### config.mk
export PLATFORM = sky130hd
export DESIGN_NAME = min_tracking_stack_top
export DESIGN_NICKNAME = d
export VERILOG_FILES = /design/src/hdl/mts_pkg.sv /design/src/hdl/mts_ram.sv /design/src/hdl/mts_apb_regs.sv /design/src/hdl/min_tracking_stack_top.sv
export SDC_FILE = /design/constraint.sdc
export NUM_CORES = 1
export LEC_CHECK = 0
export BUFFER_PORTS_ARGS = -buffer_cell sky130_fd_sc_hd__buf_4
export CAP_MARGIN = 20
export CORE_MARGIN = 5
export CORE_UTILIZATION = 50
export DETAILED_ROUTE_END_ITERATION = 8
export PLACE_DENSITY = 0.72
export SYNTH_ARGS = -nofsm -noshare
export SYNTH_HDL_FRONTEND = slang
export SYNTH_SLANG_ARGS = --single-unit
### constraint.sdc
create_clock -name aclk -period 13.64 [get_ports aclk]
set_input_delay 2.046 -clock aclk [delete_from_list [all_inputs] [get_ports aclk]]
set_output_delay 2.046 -clock aclk [all_outputs]
set_load 0.05 [all_outputs]
### src/hdl/mts_pkg.sv
`timescale 1ns / 1ps
// ----------------------------------------------------------------------------
// mts_pkg
// Shared types and constants of the min-tracking stack.
// ----------------------------------------------------------------------------
package mts_pkg;

    // default sizes
    localparam int DEPTH_DEFAULT      = 16;
    localparam int DATA_WIDTH_DEFAULT = 32;

    // configuration port
    localparam int APB_ADDR_W = 3;
    localparam int APB_DATA_W = 32;
    localparam int CAP_W      = 5;

    localparam logic [0:0] REG_CAPACITY = 1'b0;
    localparam logic [0:0] REG_SIGNED   = 1'b1;

    localparam logic [CAP_W-1:0] CAPACITY_RESET = 5'd16;
    localparam logic             SIGNED_RESET   = 1'b1;

    // operation codes
    localparam logic [1:0] MODE_PUSH = 2'd0;
    localparam logic [1:0] MODE_POP  = 2'd1;

    // result status codes
    localparam logic [1:0] STATUS_OK        = 2'd0;
    localparam logic [1:0] STATUS_OVERFLOW  = 2'd1;
    localparam logic [1:0] STATUS_UNDERFLOW = 2'd2;

    // configuration handed to the datapath
    typedef struct packed {
        logic [CAP_W-1:0] capacity;
        logic             signed_cmp;
    } cfg_t;

endpackage

### src/hdl/mts_ram.sv
`timescale 1ns / 1ps
// ----------------------------------------------------------------------------
// mts_ram
// Simple dual-port synchronous RAM, one write and one registered read port.
// ----------------------------------------------------------------------------
module mts_ram #(
    parameter int DEPTH = mts_pkg::DEPTH_DEFAULT,
    parameter int WIDTH = mts_pkg::DATA_WIDTH_DEFAULT,
    localparam int AW   = (DEPTH > 1) ? $clog2(DEPTH) : 1
) (
    input  logic             aclk,
    input  logic             wr_en,
    input  logic [AW-1:0]    wr_addr,
    input  logic [WIDTH-1:0] wr_data,
    input  logic             rd_en,
    input  logic [AW-1:0]    rd_addr,
    output logic [WIDTH-1:0] rd_data
);

    logic [WIDTH-1:0] mem [DEPTH];
    logic [WIDTH-1:0] rd_data_reg;

    // write port
    always_ff @(posedge aclk) begin
        if (wr_en) begin
            mem[wr_addr] <= wr_data;
        end
    end

    // registered read port
    always_ff @(posedge aclk) begin
        if (rd_en) begin
            rd_data_reg <= mem[rd_addr];
        end
    end

    assign rd_data = rd_data_reg;

endmodule

### src/hdl/mts_apb_regs.sv
`timescale 1ns / 1ps
// ----------------------------------------------------------------------------
// mts_apb_regs
// APB-style register file holding capacity limit and compare signedness.
// ----------------------------------------------------------------------------
module mts_apb_regs (
    input  logic                            aclk,
    input  logic                            aresetn,
    input  logic                            psel,
    input  logic                            penable,
    input  logic                            pwrite,
    input  logic [mts_pkg::APB_ADDR_W-1:0]  paddr,
    input  logic [mts_pkg::APB_DATA_W-1:0]  pwdata,
    output logic [mts_pkg::APB_DATA_W-1:0]  prdata,
    output logic                            pready,
    output mts_pkg::cfg_t                   cfg
);

    logic [mts_pkg::CAP_W-1:0] capacity_reg;
    logic                      signed_reg;
    logic                      wr_go;
    logic [0:0]                reg_idx;

    assign pready  = 1'b1;
    assign reg_idx = paddr[2];
    assign wr_go   = psel && penable && pwrite && pready;

    // register writes
    always_ff @(posedge aclk) begin
        if (!aresetn) begin
            capacity_reg <= mts_pkg::CAPACITY_RESET;
            signed_reg   <= mts_pkg::SIGNED_RESET;
        end else if (wr_go) begin
            case (reg_idx)
                mts_pkg::REG_CAPACITY: capacity_reg <= pwdata[mts_pkg::CAP_W-1:0];
                mts_pkg::REG_SIGNED:   signed_reg   <= pwdata[0];
                default: ;
            endcase
        end
    end

    // read mux
    always_comb begin
        case (reg_idx)
            mts_pkg::REG_CAPACITY: prdata = mts_pkg::APB_DATA_W'(capacity_reg);
            mts_pkg::REG_SIGNED:   prdata = mts_pkg::APB_DATA_W'(signed_reg);
            default:               prdata = '0;
        endcase
    end

    assign cfg.capacity   = capacity_reg;
    assign cfg.signed_cmp = signed_reg;

endmodule

### src/hdl/min_tracking_stack_top.sv
`timescale 1ns / 1ps
// ----------------------------------------------------------------------------
// min_tracking_stack_top
// Bounded stack with running minimum, kept in a value RAM and a min RAM.
// Input words (s_mode, s_push_value) push, pop or query; every word yields
// one result word on the m_ channel with status, popped value, new top,
// minimum, empty flag and count. Capacity and signedness sit behind the APB
// port. The operation is applied when a word is accepted, using cached tops, and
// the ST_FIN state picks up the new tops from the registered RAM reads after a pop.
// s_ready is low in ST_FIN, so a new word is taken only once the last is done.
// The result register parts the channels, so the next word is taken while a
// result waits; a stalled receiver holds further words only once the result
// register is full and a second result is ready. Reset empties both stacks
// at once (RAM contents are not cleared) and restores the register defaults.
// ----------------------------------------------------------------------------
module min_tracking_stack_top #(
    parameter int DEPTH      = mts_pkg::DEPTH_DEFAULT,
    parameter int DATA_WIDTH = mts_pkg::DATA_WIDTH_DEFAULT
) (
    input  logic                            aclk,
    input  logic                            aresetn,
    // configuration
    input  logic                            psel,
    input  logic                            penable,
    input  logic                            pwrite,
    input  logic [mts_pkg::APB_ADDR_W-1:0]  paddr,
    input  logic [mts_pkg::APB_DATA_W-1:0]  pwdata,
    output logic [mts_pkg::APB_DATA_W-1:0]  prdata,
    output logic                            pready,
    // input channel
    input  logic                            s_valid,
    output logic                            s_ready,
    input  logic [1:0]                      s_mode,
    input  logic signed [31:0]              s_push_value,
    // result channel
    output logic                            m_valid,
    input  logic                            m_ready,
    output logic [1:0]                      m_status,
    output logic signed [31:0]              m_popped_value,
    output logic signed [31:0]              m_top_value,
    output logic signed [31:0]              m_min_value,
    output logic                            m_is_empty,
    output logic [4:0]                      m_item_count
);

    localparam int AW    = (DEPTH > 1) ? $clog2(DEPTH) : 1;
    localparam int CNT_W = $clog2(DEPTH + 1);
    localparam int CW    = (CNT_W > mts_pkg::CAP_W) ? CNT_W : mts_pkg::CAP_W;
    localparam logic [DATA_WIDTH-1:0] SIGN_MASK = DATA_WIDTH'(1) << (DATA_WIDTH - 1);
    localparam logic [CNT_W-1:0]      CNT_FULL  = CNT_W'(DEPTH);

    typedef enum logic {ST_IDLE, ST_FIN} state_t;

    mts_pkg::cfg_t cfg;

    state_t              state_reg;
    logic [CNT_W-1:0]    cnt_reg, cnt_next;
    logic [CNT_W-1:0]    mcnt_reg, mcnt_next;
    logic [DATA_WIDTH-1:0] top_reg, top_next;
    logic [DATA_WIDTH-1:0] mtop_reg, mtop_next;
    logic                reload_top_reg, reload_top_next;
    logic                reload_min_reg, reload_min_next;
    logic [DATA_WIDTH-1:0] popped_reg, popped_next;
    logic [1:0]          status_reg, status_next;

    logic                m_valid_reg;
    logic [1:0]          m_status_reg;
    logic [31:0]         m_popped_reg, m_top_reg, m_min_reg;
    logic                m_empty_reg;
    logic [4:0]          m_count_reg;

    logic                  accept, fin_go;
    logic [DATA_WIDTH-1:0] val;
    logic                  overflow, min_le, min_push, min_pop;
    logic [CNT_W-1:0]      cnt_m2, mcnt_m2;

    logic                  v_wr_en, m_wr_en, v_rd_en, m_rd_en;
    logic [DATA_WIDTH-1:0] v_rdata, m_rdata;
    logic [DATA_WIDTH-1:0] top_now, mtop_now;

    // configuration registers
    mts_apb_regs u_regs (
        .aclk    (aclk),
        .aresetn (aresetn),
        .psel    (psel),
        .penable (penable),
        .pwrite  (pwrite),
        .paddr   (paddr),
        .pwdata  (pwdata),
        .prdata  (prdata),
        .pready  (pready),
        .cfg     (cfg)
    );

    // handshake
    assign s_ready = (state_reg == ST_IDLE);
    assign accept  = s_valid && s_ready;
    assign fin_go  = (state_reg == ST_FIN) && (!m_valid_reg || m_ready);

    // operation decode on the cached tops
    assign val      = DATA_WIDTH'($unsigned(s_push_value));
    assign overflow = (CW'(cnt_reg) >= CW'(cfg.capacity)) || (cnt_reg == CNT_FULL);
    assign min_le   = cfg.signed_cmp ? ((val ^ SIGN_MASK) <= (mtop_reg ^ SIGN_MASK))
                                     : (val <= mtop_reg);
    assign min_push = (mcnt_reg != CNT_FULL) && ((mcnt_reg == '0) || min_le);
    assign min_pop  = (mcnt_reg != '0) && (mtop_reg == top_reg);
    assign cnt_m2   = cnt_reg - CNT_W'(2);
    assign mcnt_m2  = mcnt_reg - CNT_W'(2);

    always_comb begin
        cnt_next        = cnt_reg;
        mcnt_next       = mcnt_reg;
        top_next        = top_reg;
        mtop_next       = mtop_reg;
        reload_top_next = reload_top_reg;
        reload_min_next = reload_min_reg;
        popped_next     = popped_reg;
        status_next     = status_reg;
        v_wr_en         = 1'b0;
        m_wr_en         = 1'b0;
        v_rd_en         = 1'b0;
        m_rd_en         = 1'b0;
        if (accept) begin
            reload_top_next = 1'b0;
            reload_min_next = 1'b0;
            popped_next     = '0;
            status_next     = mts_pkg::STATUS_OK;
            case (s_mode)
                mts_pkg::MODE_PUSH: begin
                    if (overflow) begin
                        status_next = mts_pkg::STATUS_OVERFLOW;
                    end else begin
                        v_wr_en  = 1'b1;
                        cnt_next = cnt_reg + CNT_W'(1);
                        top_next = val;
                        if (min_push) begin
                            m_wr_en   = 1'b1;
                            mcnt_next = mcnt_reg + CNT_W'(1);
                            mtop_next = val;
                        end
                    end
                end
                mts_pkg::MODE_POP: begin
                    if (cnt_reg == '0) begin
                        status_next = mts_pkg::STATUS_UNDERFLOW;
                    end else begin
                        popped_next     = top_reg;
                        cnt_next        = cnt_reg - CNT_W'(1);
                        v_rd_en         = 1'b1;
                        reload_top_next = 1'b1;
                        if (min_pop) begin
                            mcnt_next       = mcnt_reg - CNT_W'(1);
                            m_rd_en         = 1'b1;
                            reload_min_next = 1'b1;
                        end
                    end
                end
                default: ;
            endcase
        end else if (fin_go) begin
            top_next  = top_now;
            mtop_next = mtop_now;
        end
    end

    // value and min RAMs
    mts_ram #(.DEPTH(DEPTH), .WIDTH(DATA_WIDTH)) u_value_ram (
        .aclk    (aclk),
        .wr_en   (v_wr_en),
        .wr_addr (cnt_reg[AW-1:0]),
        .wr_data (val),
        .rd_en   (v_rd_en),
        .rd_addr (cnt_m2[AW-1:0]),
        .rd_data (v_rdata)
    );

    mts_ram #(.DEPTH(DEPTH), .WIDTH(DATA_WIDTH)) u_min_ram (
        .aclk    (aclk),
        .wr_en   (m_wr_en),
        .wr_addr (mcnt_reg[AW-1:0]),
        .wr_data (val),
        .rd_en   (m_rd_en),
        .rd_addr (mcnt_m2[AW-1:0]),
        .rd_data (m_rdata)
    );

    // tops after a pop come from the RAM read
    assign top_now  = reload_top_reg ? v_rdata : top_reg;
    assign mtop_now = reload_min_reg ? m_rdata : mtop_reg;

    // sequencer, stack state and result register
    always_ff @(posedge aclk) begin
        if (!aresetn) begin
            state_reg      <= ST_IDLE;
            cnt_reg        <= '0;
            mcnt_reg       <= '0;
            reload_top_reg <= 1'b0;
            reload_min_reg <= 1'b0;
            m_valid_reg    <= 1'b0;
        end else begin
            cnt_reg        <= cnt_next;
            mcnt_reg       <= mcnt_next;
            reload_top_reg <= reload_top_next;
            reload_min_reg <= reload_min_next;
            case (state_reg)
                ST_IDLE: begin
                    if (accept) begin
                        state_reg <= ST_FIN;
                    end
                end
                ST_FIN: begin
                    if (fin_go) begin
                        state_reg <= ST_IDLE;
                    end
                end
                default: state_reg <= ST_IDLE;
            endcase
            if (fin_go) begin
                m_valid_reg <= 1'b1;
            end else if (m_ready) begin
                m_valid_reg <= 1'b0;
            end
        end
    end

    // payload registers
    always_ff @(posedge aclk) begin
        top_reg    <= top_next;
        mtop_reg   <= mtop_next;
        popped_reg <= popped_next;
        status_reg <= status_next;
        if (fin_go) begin
            m_status_reg <= status_reg;
            m_popped_reg <= 32'(popped_reg);
            m_top_reg    <= (cnt_reg != '0) ? 32'(top_now) : '0;
            m_min_reg    <= (mcnt_reg != '0) ? 32'(mtop_now) : '0;
            m_empty_reg  <= (cnt_reg == '0);
            m_count_reg  <= 5'(cnt_reg);
        end
    end

    assign m_valid        = m_valid_reg;
    assign m_status       = m_status_reg;
    assign m_popped_value = m_popped_reg;
    assign m_top_value    = m_top_reg;
    assign m_min_value    = m_min_reg;
    assign m_is_empty     = m_empty_reg;
    assign m_item_count   = m_count_reg;

`ifndef NO_ASSERTIONS
    // min stack never deeper than the value stack
    a_min_depth: assert property (@(posedge aclk) disable iff (!aresetn)
        mcnt_reg <= cnt_reg)
        else $error("min stack deeper than value stack");

    // count stays within the storage
    a_cnt_range: assert property (@(posedge aclk) disable iff (!aresetn)
        cnt_reg <= CNT_FULL)
        else $error("entry count beyond depth");

    // one word at a time in the sequencer
    a_one_word: assert property (@(posedge aclk) disable iff (!aresetn)
        accept |=> !s_ready)
        else $error("word accepted while busy");

    // a finished word lands in the result register with a matching empty flag
    a_result_load: assert property (@(posedge aclk) disable iff (!aresetn)
        fin_go |=> (m_valid_reg && (m_empty_reg == (cnt_reg == '0))))
        else $error("result register not loaded consistently");
`endif

endmodule

==> flow_summary.yaml <==
synthesis:
  avgSynthCellArea_um2: 21.5
  yosysUniqueCellTypes: 51
  ys_top_cells_by_area: "edfxtp_1, mux4_2, mux2i_1"
  synth_compound_area_share_pct: 1.30
  synth.area.mux_share_pct: 15.7
  yosys_most_used_dff: "edfxtp_1"
  synth_adder_area_share_pct: 1.21
  synth_cells: 2368
  synth-async-reset-ratio_pct: 0
  yosysTopAreaCell: "edfxtp_1"
  synth_edf_count: 1290
  yosysWarnings: 0
  synth_top_cell_area_share_pct: 76.1
  synth_top_family_by_area: "multiplexers"
  synth-simple-area-share_pct: 2.48
  syn-cell-area_um2: 50900
  synth-seq-cells: 1310
  ys_seq_area_share_pct: 76.9
  synth-xor-area-share_pct: 0.706
timing:
  clock_skew_ps: 33.6
  setup_viol: 0
  fin_ws_ps: 7790
  finalHoldViolations: 0
  rsz0062_at_grt: "no"
  whs_ps: 418
  setup_tns_ps: 0
  post-route-min-period_ps: 5850
  final_max_slew_viol_count: 0
  slew-limit-headroom_pct: 24.0
  fmax_mhz: 171
  worstMarginPinSlew_ps: 1140
  fin_crit_sh_pct: 42.9
floorplan:
  fp.dieArea_um2: 108000
  die_h_um: 329
  core_area_um2: 101000
  start_util_pct: 50.1
  die_w_um: 329
  ios: 215
  row_count: 117
outcome:
  status: "complete, no violations"
cts:
  hold_buffers: 0
  clock-root-buffer: "clkbuf_16"
  clock_sinks: 1310
  insertion_delay_ps: 730
  htreeDepth: 4
  clkTransAtPathRegs_ps: 60
  cts_max_path_buffers: 3
  post_cts_buffers: 0
  post_cts_resized: 0
  cts_made_buffers: 133
  cts_tree: "done"
worst_setup_path:
  crit_arrival_ps: 6250
  end_kind: "register"
  crit_type: "in -> reg"
  cp_cell_sequence: "buf_4, ha_1, nand4_1, nor4_1, a21o_1, a31oi_1, a31oi_2, nand4_1, nor2_4, buf_4"
  cp_max_fo: 34
  slowest_delay_ps: 940
  crit_slowest_cell: "nor4_1"
  crit_required_ps: 14040
  cp-start-kind: "primary input"
power_and_ir_drop:
  internal_power_w: 0.00688
  power_frac_comb_pct: 7.5
  sw_frac_of_total_pct: 22.6
  leakagePower_nw: 18.7
  clock_power_share_pct: 41.1
  seqPwrFrac_pct: 51.4
  p_sw_w: 0.00201
  powerDensity_nw_per_um2: 152
  peakVddDrop_uv: 90.3
placed_design:
  port-buffer-count: 157
  dp.cells: 3838
  post-place-ws_ps: 7230
  gp_congestion: 0.924
  hpwlAfterDp_um: 67900
global_routing:
  track_usage_pct: 22.2
  grt_pass1_wl_um: 173000
  grt_pass1_vias: 25231
  antenna_found_initial: 5
  grt_max_degree: 93
  overflow: 0
route:
  remaining_drc_errors: 0
  initialDrtViolationCount: 3016
  routedWlPerCell_um: 29.2
  dr.pass1.iters: 5
  vias_per_cell: 6.09
  via_count: 24816
  ant_nets: 0
  wl_um: 119000
layout:
  instances_no_fill: 4077
  syn2layout_area_growth_pct: 14.7
  drive_above_1_share_pct: 28.6
  reg.largest.list: "u_min_ram.mem x512, u_value_ram.mem x512"
  nFillCells: 7173
  nets: 2731
run:
  drv_cap: 0
hold_path:
  hp-class: "reg -> reg"
worst max-delay path: cells and delay by family:
| family | cells | cell delay (ps) |
|---|---|---|
| AO/OA/AOI/OAI | 3 | 650 |
| AND/OR/NAND/NOR | 4 | 2520 |
| buffers and inverters | 2 | 630 |
| adder cells (fa/ha/maj) | 1 | 370 |
metal layers:
layer / up-vias / part of all wire, % / track usage [%]
met5: - / 0 / 0
met4: 0 / 2.4 / 6.18
met3: 186 / 11 / 6.10
met2: 1504 / 47 / 34.4
met1: 13004 / 39 / 31.6
li1: 10122 / - / -
placed cells by master, fill, tap and decap left out, types with 3 or more instances in the layout:
cell type  synthesis  routed
a21o_1             7       7
a21oi_1           84      83
and2_1            39      38
buf_4             30     209
bufinv_16          0      14
clkbuf_1          63      25
clkbuf_16          0     136
clkbuf_8           0       3
clkinv_1           0      28
clkinv_2           0      12
clkinv_8           0       5
conb_1             2      28
dfxtp_1           20      14
dfxtp_4            0       4
edfxtp_1        1290    1290
ha_1              46      44
inv_1             50      49
inv_16             0       4
inv_2              3       3
inv_6              0       3
mux2i_1           76      76
mux4_2           320     320
nand2_1           29      28
nand2b_1           7       7
nand3_1            8       8
nand4_1           14      14
nor2_1           133     105
nor2_4             0      28
nor2b_1            9       8
nor3_2             1       4
nor4_1            10      10
o21ai_0           11      11
xnor2_1            9       9
xor2_1            32      30
final timing paths:
| check | startpoint | end | slack [ps] | cells after the start |
|---|---|---|---|---|
| worst max-delay path | s_push_value[15] | u_min_ram.mem[15][9] | 7790 | 10 |
| worst min register to register | popped_reg[6] | m_popped_value[6] | 420 | 0 |
| worst max register to register | mtop_reg[15] | u_min_ram.mem[15][9] | 8880 | 10 |
| worst min-delay path | popped_reg[6] | m_popped_value[6] | 420 | 0 |
Yosys cell counts, types with 2 or more instances:
master and number:
nor4_1 10, buf_4 30, mux4_2 320, nor2b_1 9
inv_1 50, a22oi_1 3, o211ai_1 2, nand2_1 29
nand4_1 14, buf_1 17, a21boi_0 2, dfxtp_1 20
fa_1 2, buf_2 23, nor3_1 4, xor2_1 32
inv_2 3, xnor2_1 9, conb_1 2, o21ai_0 11
ha_1 46, or4_1 2, mux2i_1 76, a21o_1 7
and2_1 39, or2_2 2, a21oi_1 84, nor2_1 133
clkbuf_1 63, edfxtp_1 1290, nand3_1 8, nand2b_1 7
per-stage QoR:
| stage | total power [W] | utilization, % | area, um2 |
|---|---|---|---|
| floorplan | 0.00507 | - | 51000 |
| detailed placement | 0.00531 | 53.2 | 53900 |
| global placement | 0.00530 | 53.1 | 53900 |
| CTS | 0.00893 | 57.5 | 58300 |
| global route | 0.00916 | 57.5 | 58400 |
| finish | 0.00889 | 57.5 | 58400 |
layout make-up:
cell class | count | area [um2] | area share, %
Sequential cell | 1310 | 39200 | 67.1
Multi-Input combinational cell | 897 | 11300 | 19.3
Clock buffer | 164 | 3540 | 6.06
Tap cell | 1368 | 1710 | 2.93
Timing Repair Buffer | 212 | 1640 | 2.82
Clock inverter | 72 | 847 | 1.45
Inverter | 53 | 201 | 0.345
Antenna cell | 1 | 2.50 | 0.00429
power by group through the flow:
stage	clock (W)	sequential, W	combinational, W
after floorplan	0	0.00470	0.000362
after global placement	0	0.00465	0.000643
after detailed placement	0	0.00465	0.000659
after CTS	0.00370	0.00457	0.000664
after global routing	0.00388	0.00458	0.000711
final	0.00365	0.00457	0.000669
logic make-up (layout without fill, tap and decap cells):
group	count (synthesis)	after routing
multiplexers	397	397
flip-flops	1310	1310
AO/OA/AOI/OAI	119	119
buffers and inverters	187	501
XOR/XNOR	41	41
other	2	29
AND/OR/NAND/NOR	264	264
adder cells (fa/ha/maj)	48	48
No activity file was read; power rests on OpenSTA's default activity.
